===== src/rtl/dtms_pkg.sv =====
// ----------------------------------------------------------------------------
// Token matching store package
// Shared types and constants for the dataflow token matching store.
// ----------------------------------------------------------------------------
package dtms_pkg;

  localparam int unsigned Entries    = 16;
  localparam int unsigned WordBits   = 32;
  localparam int unsigned IdxBits    = 8;
  localparam int unsigned CtxBits    = 4;
  localparam int unsigned TagBits    = IdxBits + CtxBits;
  localparam int unsigned EntryBits  = $clog2(Entries);
  localparam int unsigned OccBits    = $clog2(Entries + 1);
  localparam int unsigned CapBits    = 5;
  localparam int unsigned AddrBits   = 2;

  // Operation codes.
  localparam logic OpAccept = 1'b0;
  localparam logic OpErase  = 1'b1;

  // Slot codes.
  localparam logic [1:0] SlotLeft  = 2'd0;
  localparam logic [1:0] SlotRight = 2'd1;
  localparam logic [1:0] SlotPred  = 2'd2;
  localparam logic [1:0] SlotNone  = 2'd3;

  // Register addresses.
  localparam logic [AddrBits-1:0] RegCapacity = 2'd0;
  localparam logic [CapBits-1:0]  CapReset    = 5'd16;

  typedef struct packed {
    logic                op;
    logic [1:0]          slot_position;
    logic [WordBits-1:0] token_value;
    logic [IdxBits-1:0]  instr_index;
    logic [CtxBits-1:0]  context_id;
  } in_item_t;

  typedef struct packed {
    logic                accepted;
    logic                left_valid;
    logic                right_valid;
    logic                pred_valid;
    logic [WordBits-1:0] left_value;
    logic [WordBits-1:0] right_value;
    logic [WordBits-1:0] pred_value;
    logic                store_empty;
    logic                store_full;
    logic                erase_missing;
  } out_item_t;

endpackage


===== src/rtl/dataflow_token_matching_store.sv =====
// ----------------------------------------------------------------------------
// Dataflow token matching store
// Tagged operand store that matches tokens by instruction index and context.
// ----------------------------------------------------------------------------
// Usage: pulse start_i with an item on item_i while busy_o is low. Tags and
// occupancy sit in flip-flops and are compared in parallel; the operand
// values sit in three synchronous memories with a registered read port.
// An item passes two steps: the tag lookup and the memory read in the first,
// the update and write-back in the second, after which done_o pulses for
// one cycle with the result on result_o. busy_o is high in the second step,
// so no item is taken during the memory read-modify-write. The receiver
// cannot stall; each result is shown once. Reset empties the store and sets
// the capacity register to 16; the value memories are not cleared, since a
// slot is only read behind its valid bit. The user writes the capacity
// register over the APB port only while the block idles; no logic enforces it.
// ----------------------------------------------------------------------------
module dataflow_token_matching_store (
  input  logic                                clk_i,
  input  logic                                rst_ni,
  input  logic                                start_i,
  input  dtms_pkg::in_item_t                  item_i,
  output logic                                busy_o,
  output logic                                done_o,
  output dtms_pkg::out_item_t                 result_o,
  input  logic                                psel,
  input  logic                                penable,
  input  logic                                pwrite,
  input  logic [dtms_pkg::AddrBits-1:0]       paddr,
  input  logic [31:0]                         pwdata,
  output logic [31:0]                         prdata,
  output logic                                pready
);
  import dtms_pkg::*;

  logic [CapBits-1:0]   cap_q;
  logic [Entries-1:0]   used_q;
  logic [TagBits-1:0]   tag_q [Entries];
  logic [2:0]           sv_q [Entries];
  logic [OccBits-1:0]   occ_q;
  logic [WordBits-1:0]  lmem [Entries];
  logic [WordBits-1:0]  rmem [Entries];
  logic [WordBits-1:0]  pmem [Entries];
  logic [WordBits-1:0]  lrd_q, rrd_q, prd_q;

  // Stage registers.
  logic                 s1_q;
  in_item_t             it_q;
  logic                 hit_q, free_q;
  logic [EntryBits-1:0] idx_q;
  logic                 done_q;
  out_item_t            res_q;

  // Configuration port.
  assign pready = 1'b1;
  assign prdata = (paddr == RegCapacity) ? {{(32-CapBits){1'b0}}, cap_q} : 32'd0;

  always_ff @(posedge clk_i or negedge rst_ni) begin
    if (!rst_ni) begin
      cap_q <= CapReset;
    end else if (psel && penable && pwrite && paddr == RegCapacity) begin
      cap_q <= pwdata[CapBits-1:0];
    end
  end

  // Effective capacity, limited to the entry count.
  logic [CapBits-1:0] eff_cap;
  assign eff_cap = (cap_q > CapBits'(Entries)) ? CapBits'(Entries) : cap_q;

  // Lookup: parallel tag compare and lowest free entry.
  logic [TagBits-1:0]   tag_in;
  logic                 hit, free;
  logic [EntryBits-1:0] hit_idx, free_idx, look_idx;
  assign tag_in = {item_i.context_id, item_i.instr_index};

  always_comb begin
    hit = 1'b0; hit_idx = '0; free = 1'b0; free_idx = '0;
    for (int i = Entries - 1; i >= 0; i--) begin
      if (used_q[i] && tag_q[i] == tag_in) begin
        hit = 1'b1; hit_idx = EntryBits'(i);
      end
      if (!used_q[i]) begin
        free = 1'b1; free_idx = EntryBits'(i);
      end
    end
  end
  assign look_idx = hit ? hit_idx : free_idx;

  logic take;
  assign take   = start_i && !busy_o;
  assign busy_o = s1_q;

  // Memory read in the lookup cycle.
  always_ff @(posedge clk_i) begin
    if (take) begin
      lrd_q <= lmem[look_idx];
      rrd_q <= rmem[look_idx];
      prd_q <= pmem[look_idx];
      it_q  <= item_i;
      hit_q <= hit;
      free_q <= free;
      idx_q <= look_idx;
    end
  end

  // Update stage decisions.
  logic [2:0] sv_old;
  logic       is_acc, do_alloc, do_write, do_erase;
  logic [2:0] sv_new, sv_show;
  logic [OccBits-1:0] occ_new;
  assign sv_old   = hit_q ? sv_q[idx_q] : 3'b000;
  assign is_acc   = it_q.op == OpAccept && it_q.slot_position != SlotNone;
  assign do_alloc = is_acc && !hit_q && free_q &&
                    ({{(CapBits-OccBits){1'b0}}, occ_q} < eff_cap);
  assign do_write = is_acc && (hit_q || do_alloc);
  assign do_erase = it_q.op == OpErase && hit_q;
  assign sv_new   = sv_old | (3'b001 << it_q.slot_position);

  always_comb begin
    occ_new = occ_q;
    if (do_alloc) occ_new = occ_q + 1'b1;
    else if (do_erase) occ_new = occ_q - 1'b1;
    sv_show = 3'b000;
    if (do_write) sv_show = sv_new;
    else if (hit_q && !(is_acc)) sv_show = sv_old;
  end

  always_ff @(posedge clk_i or negedge rst_ni) begin
    if (!rst_ni) begin
      s1_q   <= 1'b0;
      done_q <= 1'b0;
      used_q <= '0;
      occ_q  <= '0;
      for (int i = 0; i < Entries; i++) sv_q[i] <= 3'b000;
    end else begin
      s1_q   <= take;
      done_q <= s1_q;
      if (s1_q) begin
        occ_q <= occ_new;
        if (do_alloc) used_q[idx_q] <= 1'b1;
        if (do_write) sv_q[idx_q] <= sv_new;
        if (do_erase) begin
          used_q[idx_q] <= 1'b0;
          sv_q[idx_q]   <= 3'b000;
        end
      end
    end
  end

  // Tag and value write-back.
  always_ff @(posedge clk_i) begin
    if (s1_q && do_alloc) tag_q[idx_q] <= {it_q.context_id, it_q.instr_index};
    if (s1_q && do_write) begin
      case (it_q.slot_position)
        SlotLeft:  lmem[idx_q] <= it_q.token_value;
        SlotRight: rmem[idx_q] <= it_q.token_value;
        default:   pmem[idx_q] <= it_q.token_value;
      endcase
    end
  end

  // Result register.
  always_ff @(posedge clk_i) begin
    if (s1_q) begin
      res_q.accepted      <= do_write;
      res_q.left_valid    <= sv_show[0];
      res_q.right_valid   <= sv_show[1];
      res_q.pred_valid    <= sv_show[2];
      res_q.left_value    <= !sv_show[0] ? '0 :
          (do_write && it_q.slot_position == SlotLeft) ? it_q.token_value : lrd_q;
      res_q.right_value   <= !sv_show[1] ? '0 :
          (do_write && it_q.slot_position == SlotRight) ? it_q.token_value : rrd_q;
      res_q.pred_value    <= !sv_show[2] ? '0 :
          (do_write && it_q.slot_position == SlotPred) ? it_q.token_value : prd_q;
      res_q.store_empty   <= occ_new == '0;
      res_q.store_full    <= {{(CapBits-OccBits){1'b0}}, occ_new} >= eff_cap;
      res_q.erase_missing <= it_q.op == OpErase && !hit_q;
    end
  end

  assign done_o   = done_q;
  assign result_o = res_q;

endmodule


===== config.mk =====
export PLATFORM = sky130hd
export DESIGN_NAME = dataflow_token_matching_store
export DESIGN_NICKNAME = d
export VERILOG_FILES = /design/src/rtl/dtms_pkg.sv /design/src/rtl/dataflow_token_matching_store.sv
export SDC_FILE = /design/constraint.sdc
export NUM_CORES = 2
export LEC_CHECK = 0
export BUFFER_PORTS_ARGS = -buffer_cell sky130_fd_sc_hd__buf_4
export CAP_MARGIN = 20
export CORE_ASPECT_RATIO = 2
export CORE_MARGIN = 3
export CORE_UTILIZATION = 30
export CTS_CLUSTER_DIAMETER = 200
export DETAILED_ROUTE_END_ITERATION = 6
export HOLD_SLACK_MARGIN = 0.1
export PLACE_DENSITY = 0.48
export RECOVER_POWER = 50
export SLEW_MARGIN = 30
export SYNTH_ARGS = -nofsm -noshare
export SYNTH_HDL_FRONTEND = slang
export SYNTH_SLANG_ARGS = --single-unit

===== constraint.sdc =====
create_clock -name clk_i -period 9.4 [get_ports clk_i]
set_clock_uncertainty 0.05 [all_clocks]
set_input_delay 2.82 -clock clk_i [delete_from_list [all_inputs] [get_ports clk_i]]
set_output_delay 2.82 -clock clk_i [all_outputs]
set_load 0.1 [all_outputs]

Yosys cells after proc, flatten, opt, wreduce, memory -nomap -nowiden. Memory sizes are Yosys's and may differ from the RTL's. A register that Yosys moved wholly into a read port is not among the register bits. Index checks and enable logic that the tools add are counted.

Register bits: 232. RAM bits: 1728. Input bits: 87. Output and inout port bits: 138. Logic and storage cells: 209. Memories kept: 4.

Memories: lmem (words 16, width 32, rd ports 1, clocked after memory_dff 1, wr ports 1, line dataflow_token_matching_store.sv:40) `logic [WordBits-1:0] lmem [Entries];`; pmem (words 16, width 32, rd ports 1, clocked after memory_dff 1, wr ports 1, line dataflow_token_matching_store.sv:42) `logic [WordBits-1:0] pmem [Entries];`; rmem (words 16, width 32, rd ports 1, clocked after memory_dff 1, wr ports 1, line dataflow_token_matching_store.sv:41) `logic [WordBits-1:0] rmem [Entries];`; tag_q (words 16, width 12, rd ports 16, clocked after memory_dff 0, wr ports 1, line dataflow_token_matching_store.sv:37) `logic [TagBits-1:0] tag_q [Entries];`.

Add/subtract/negate cells: 2. Order comparisons: 7. Equality and inequality tests: 19. Shifts and indexed selects: 1. Mux-type cells: 85. Bitwise operators: 8. Reductions and logical operators: 44.

Operators by type and width (number): $eq A12 B12 Y1 (16); $mux W48 (3); $mux W4 (33); $mux W32 (3); $and A48 B48 Y48 (1); $bwmux W48 (1); $mux W16 (3); $not A48 Y48 (1); $logic_and A1 B1 Y1 (35); $mux W1 (29); $mux W5 (4); $mux W3 (6); $and A16 B16 Y16 (1); $not A16 Y16 (1); $or A16 B16 Y16 (1); $reduce_and A15 Y1 (1); $bmux W3 S4 (1); $demux W3 S4 (1); $add A5 B1 Y5 const B (1); $ge A5 B5 Y1 (1); $ge A5 B5 Y1 const B (1); $gt A5 B5 Y1 const B (1); $logic_not A5 Y1 (1); $lt A4 B5 Y1 const B (1); other kinds (16) (19).

Logic depth before layout (Yosys ltp). An unclocked memory read counts as a cell.

Depth after elaboration: 20. Mapped depth: 18. Gate-level depth less buffers: 17.

Least setup slack after synthesis. No wires, ideal clock.

Path kind: input-to-reg. Start: in start_i. End: reg s1_q, in the netlist busy_o. Setup time: 0.807 ns. Arrival time: 9.290 ns. Data required time: 8.543 ns. Path slack: -0.748 ns. Stages on the path: 1. Buffers on the path: 0. Cells stage by stage: nor2b_1.

Cells in the longest elaborated chain, start to end: 1.

Ends and longest elaborated chain: from (decl) (line dataflow_token_matching_store.sv:20) `input logic start_i,`; $logic_and A1 B1 Y1 (line dataflow_token_matching_store.sv:89) `assign take = start_i && !busy_o;`; to (signal assigned) (line dataflow_token_matching_store.sv:135) `s1_q <= take;`; to (decl) (line dataflow_token_matching_store.sv:46) `logic s1_q;`.

No other way between the ends. A chain may end at the register's enable or synchronous reset.

Worst setup path in the final report.
Start: in item_i[1] (netlist bit). End: reg rrd_q[23] (read register of rmem) (data pin).

Cells in the longest elaborated chain, start to end: 19. Elaborated cells between the ends (all ways): 65. Classes of those cells: 16 x eq/ne; 33 x mux; 16 x reduce/logical.

Ends and longest elaborated chain: from (decl) (line dataflow_token_matching_store.sv:21) `input dtms_pkg::in_item_t item_i,`; $eq A12 B12 Y1 (line dataflow_token_matching_store.sv:78) `if (used_q[i] && tag_q[i] == tag_in) begin`; $logic_and A1 B1 Y1 (line dataflow_token_matching_store.sv:78); $mux W4 / $mux W1 (equally long branches) (16 in series) (line dataflow_token_matching_store.sv:78); $mux W4 (*) (line dataflow_token_matching_store.sv:86) `assign look_idx = hit ? hit_idx : free_idx;`; net look_idx[2] (line dataflow_token_matching_store.sv:72) `logic [EntryBits-1:0] hit_idx, free_idx, look_idx;`; to (decl) (line dataflow_token_matching_store.sv:43) `logic [WordBits-1:0] lrd_q, rrd_q, prd_q;`.

Mark *: on every way through the listed nets, which the timed path passes. The rest lies on a longest branch.

==> out/summary.json <==
{
  "floorplan.die_area_um2": 275000,
  "grt_antenna_before_repair": 13,
  "vias_per_cell": 5.06,
  "synth-warning-count": 0,
  "report.final.hold_viol_count": 0,
  "cts_max_path_buffers": 4,
  "vertical_die_dimension_um": 739,
  "synthDominantCellAreaShare_pct": 73.8,
  "synth_top_family_by_area": "multiplexers",
  "timing.final.max_slew_violations": 2164,
  "cp_data_required_time_ps": 9960,
  "cts.htree.levels": 4,
  "tritoncts_clock_tree": "yes",
  "synth.most_common_cell": "edfxtp_1",
  "insertion_delay_ps": 860,
  "clk_pin_slew_ps": 60,
  "worst_hold_path_type": "flop to flop",
  "postSynthRegisterBits": 2056,
  "crit_arrival_ps": 8470,
  "dr_total_vias": 43900,
  "netlist_instances": 4791,
  "drc_markers": 0,
  "detailedRoute.firstIterationViolations": 3417,
  "synth_async_sr_flop_share_pct": 3.70,
  "routed_wirelength_um": 246000,
  "io_buffer_count": 169,
  "core_area_um2": 267000,
  "dieWidth_um": 372,
  "dpl_wire_length_um": 134000,
  "timing.slew.headroom_pct": -172,
  "tritoncts.num_buffers": 197,
  "cts_num_sinks": 2056,
  "critical_path_launch_point_type": "input pin",
  "power_leakage_nw": 31.2,
  "setup_viol": 0,
  "synthesis.area_per_instance_um2": 16.8,
  "syn_to_final_growth_pct": 14.9,
  "finalCritPeriodShare_pct": 84.2,
  "synthTopCellsByCount": "edfxtp_1, mux2i_1, nand2_1",
  "first_pass_iters": 7,
  "finalCriticalPeriod_ps": 7920,
  "cts_root_buf": "clkbuf_16",
  "grt.total_usage_pct": 17.5,
  "initial_core_util_pct": 30.2,
  "highest_clock_rate_ghz": 0.126,
  "largest_net_degree_at_the_start_of_global_routing": 137,
  "overflow": 0,
  "post-cts-setup-buffers": 0,
  "drt.antenna.violating_nets": 0,
  "ir_worst_vdd_mv": 0.183,
  "nets": 5121,
  "timing.hold.ws_ps": 456,
  "post_synth_fa_ha_maj_area_fraction_pct": 0.171,
  "setup_total_negative_slack_ps": 0,
  "post_route_cells_drive_above_1_share_pct": 12.5,
  "total_of_fill_cells_in_the_finished_design": 25500,
  "slew_at_the_pin_closest_to_its_max_slew_limit_ps": 4080,
  "timing.max_cap.violations": 50,
  "number_of_synthesized_flops_with_an_enable_pin": 1980,
  "grt_pass1_vias": 44900,
  "cts-hold-fix-buffers": 0,
  "run_status": "finished with violations",
  "row_count": 268,
  "gp_congestion": 0.754,
  "synth_top_cell_by_area": "edfxtp_1",
  "violations": "capacitance limit, slew limit",
  "total_power_draw_mw": 21.0,
  "synth.distinct_cells": 61,
  "yosys.area_share.simple_pct": 5.65,
  "synth-xor-area-share_pct": 2.16,
  "cp_max_fo": 29,
  "unrepaired_setup_endpoints_after_global_routing": "false",
  "ctsResizeCount": 0,
  "yosys-top-cells-area": "edfxtp_1, mux2i_1, nand2_1",
  "synth-compound-area-share_pct": 5.91,
  "synthFlopType": "edfxtp_1",
  "endpoint_kind": "flop",
  "ys_seq_area_share_pct": 76.2,
  "syn_area_um2": 80600,
  "num_io_pins": 225,
  "first_pass_grt_wire_length_um": 345000,
  "wl_per_cell_um": 28.4,
  "power_density_nw_per_um2": 227,
  "synth.mux.area_fraction_pct": 7.66,
  "crit_type": "input pin to flop"
}
## worst max-delay path, stage by stage
cell and delay (ps):
clkbuf_1 1310, xnor2_1 210, nand4_1 140, nor4_1 650, or4_1 310, o211ai_1 130
a31oi_1 740, nand2_1 320, a21oi_4 700, buf_4 590, a22oi_1 200, and4_1 230
## routing by layer
metal | share of wire [%] | vias to the layer above | global-route usage, % | wire length (µm)
met3 | 4.0 | 369 | 1.93 | 9790
met4 | 3.3 | 0 | 5.25 | 8160
met2 | 54 | 1152 | 33.2 | 134000
met1 | 38 | 23200 | 20.4 | 94700
met5 | 0 | - | 0 | 0
li1 | - | 19200 | - | -
## through the flow
stage,cells,worst slack (ps),utilization (%),instance area (µm²)
final,8680,1480,34.7,92600
after global placement,8329,1560,32.4,86600
after detailed placement,8333,1600,32.5,86700
after floorplan,4817,1650,-,80700
after CTS,8676,2510,34.8,92800
after global routing,8678,1310,34.7,92600
## final cells by class
class | instances | area (µm²) | share of cell area, %
inverter | 14 | 78.8 | 0.0852
timing repair buffer | 341 | 2600 | 2.81
clock buffer | 245 | 5300 | 5.72
sequential | 2056 | 61400 | 66.3
antenna | 3 | 7.51 | 0.00811
clock inverter | 98 | 862 | 0.931
tap | 3510 | 4390 | 4.74
multi-input combinational | 2413 | 18000 | 19.4
## path summary, 6_finish.rpt
check | start | to | slack [ps] | depth (start not counted)
min | sv_q[28] | sv_q[28] | 460 | 2
min in group asynchronous | rst_ni | occ_q[4] | 2000 | 1
max in group asynchronous | rst_ni | used_q[12] | 3230 | 2
max | item_i[1] | rrd_q[23] | 1480 | 12
min reg2reg | sv_q[28] | sv_q[28] | 460 | 2
max reg2reg | busy_o | it_q[19] | 2500 | 3
## registers in the layout, summed over array words and instances, names as in the netlist, 5 cells and up
signal / flops
occ_q: 5
prd_q: 32
result_o: 103
pmem: 512
lrd_q: 32
used_q: 16
rmem: 512
cap_q: 5
tag_q: 192
rrd_q: 32
it_q: 47
sv_q: 48
lmem: 512
## power breakdown
group	leakage [nW]	switching (mW)	internal, mW
Clock	3.01	3.48	4.39
Combinational	9.22	1.73	0.949
Sequential	19.0	0.133	10.3
## logic make-up after synthesis
group                      Yosys count
DFF                               2056
adders and majority gates           11
xor gates and xnor gates           199
buffers and inverters              348
and+or+nand+nor                    975
muxes                              597
other                                2
AOI/OAI and AO/OA                  603
## cell usage in the layout, fill, tap and decap left out, drive strengths merged, types with 17 or more instances in the layout
cell type,synthesis,routed
a2111oi,97,97
a221oi,96,96
a22oi,192,192
and3,97,97
and4,32,32
buf,157,243
clkbuf,177,343
clkinv,1,73
conb,2,28
dfrtp,75,75
edfxtp,1980,1980
inv,13,19
mux2i,576,576
nand2,504,504
nand3,150,150
nand4,39,39
nor2,88,88
nor4,18,18
o2111a,65,65
o21ai,104,104
o22a,17,17
xnor2,197,197
(Power assumes the default switching activity.)
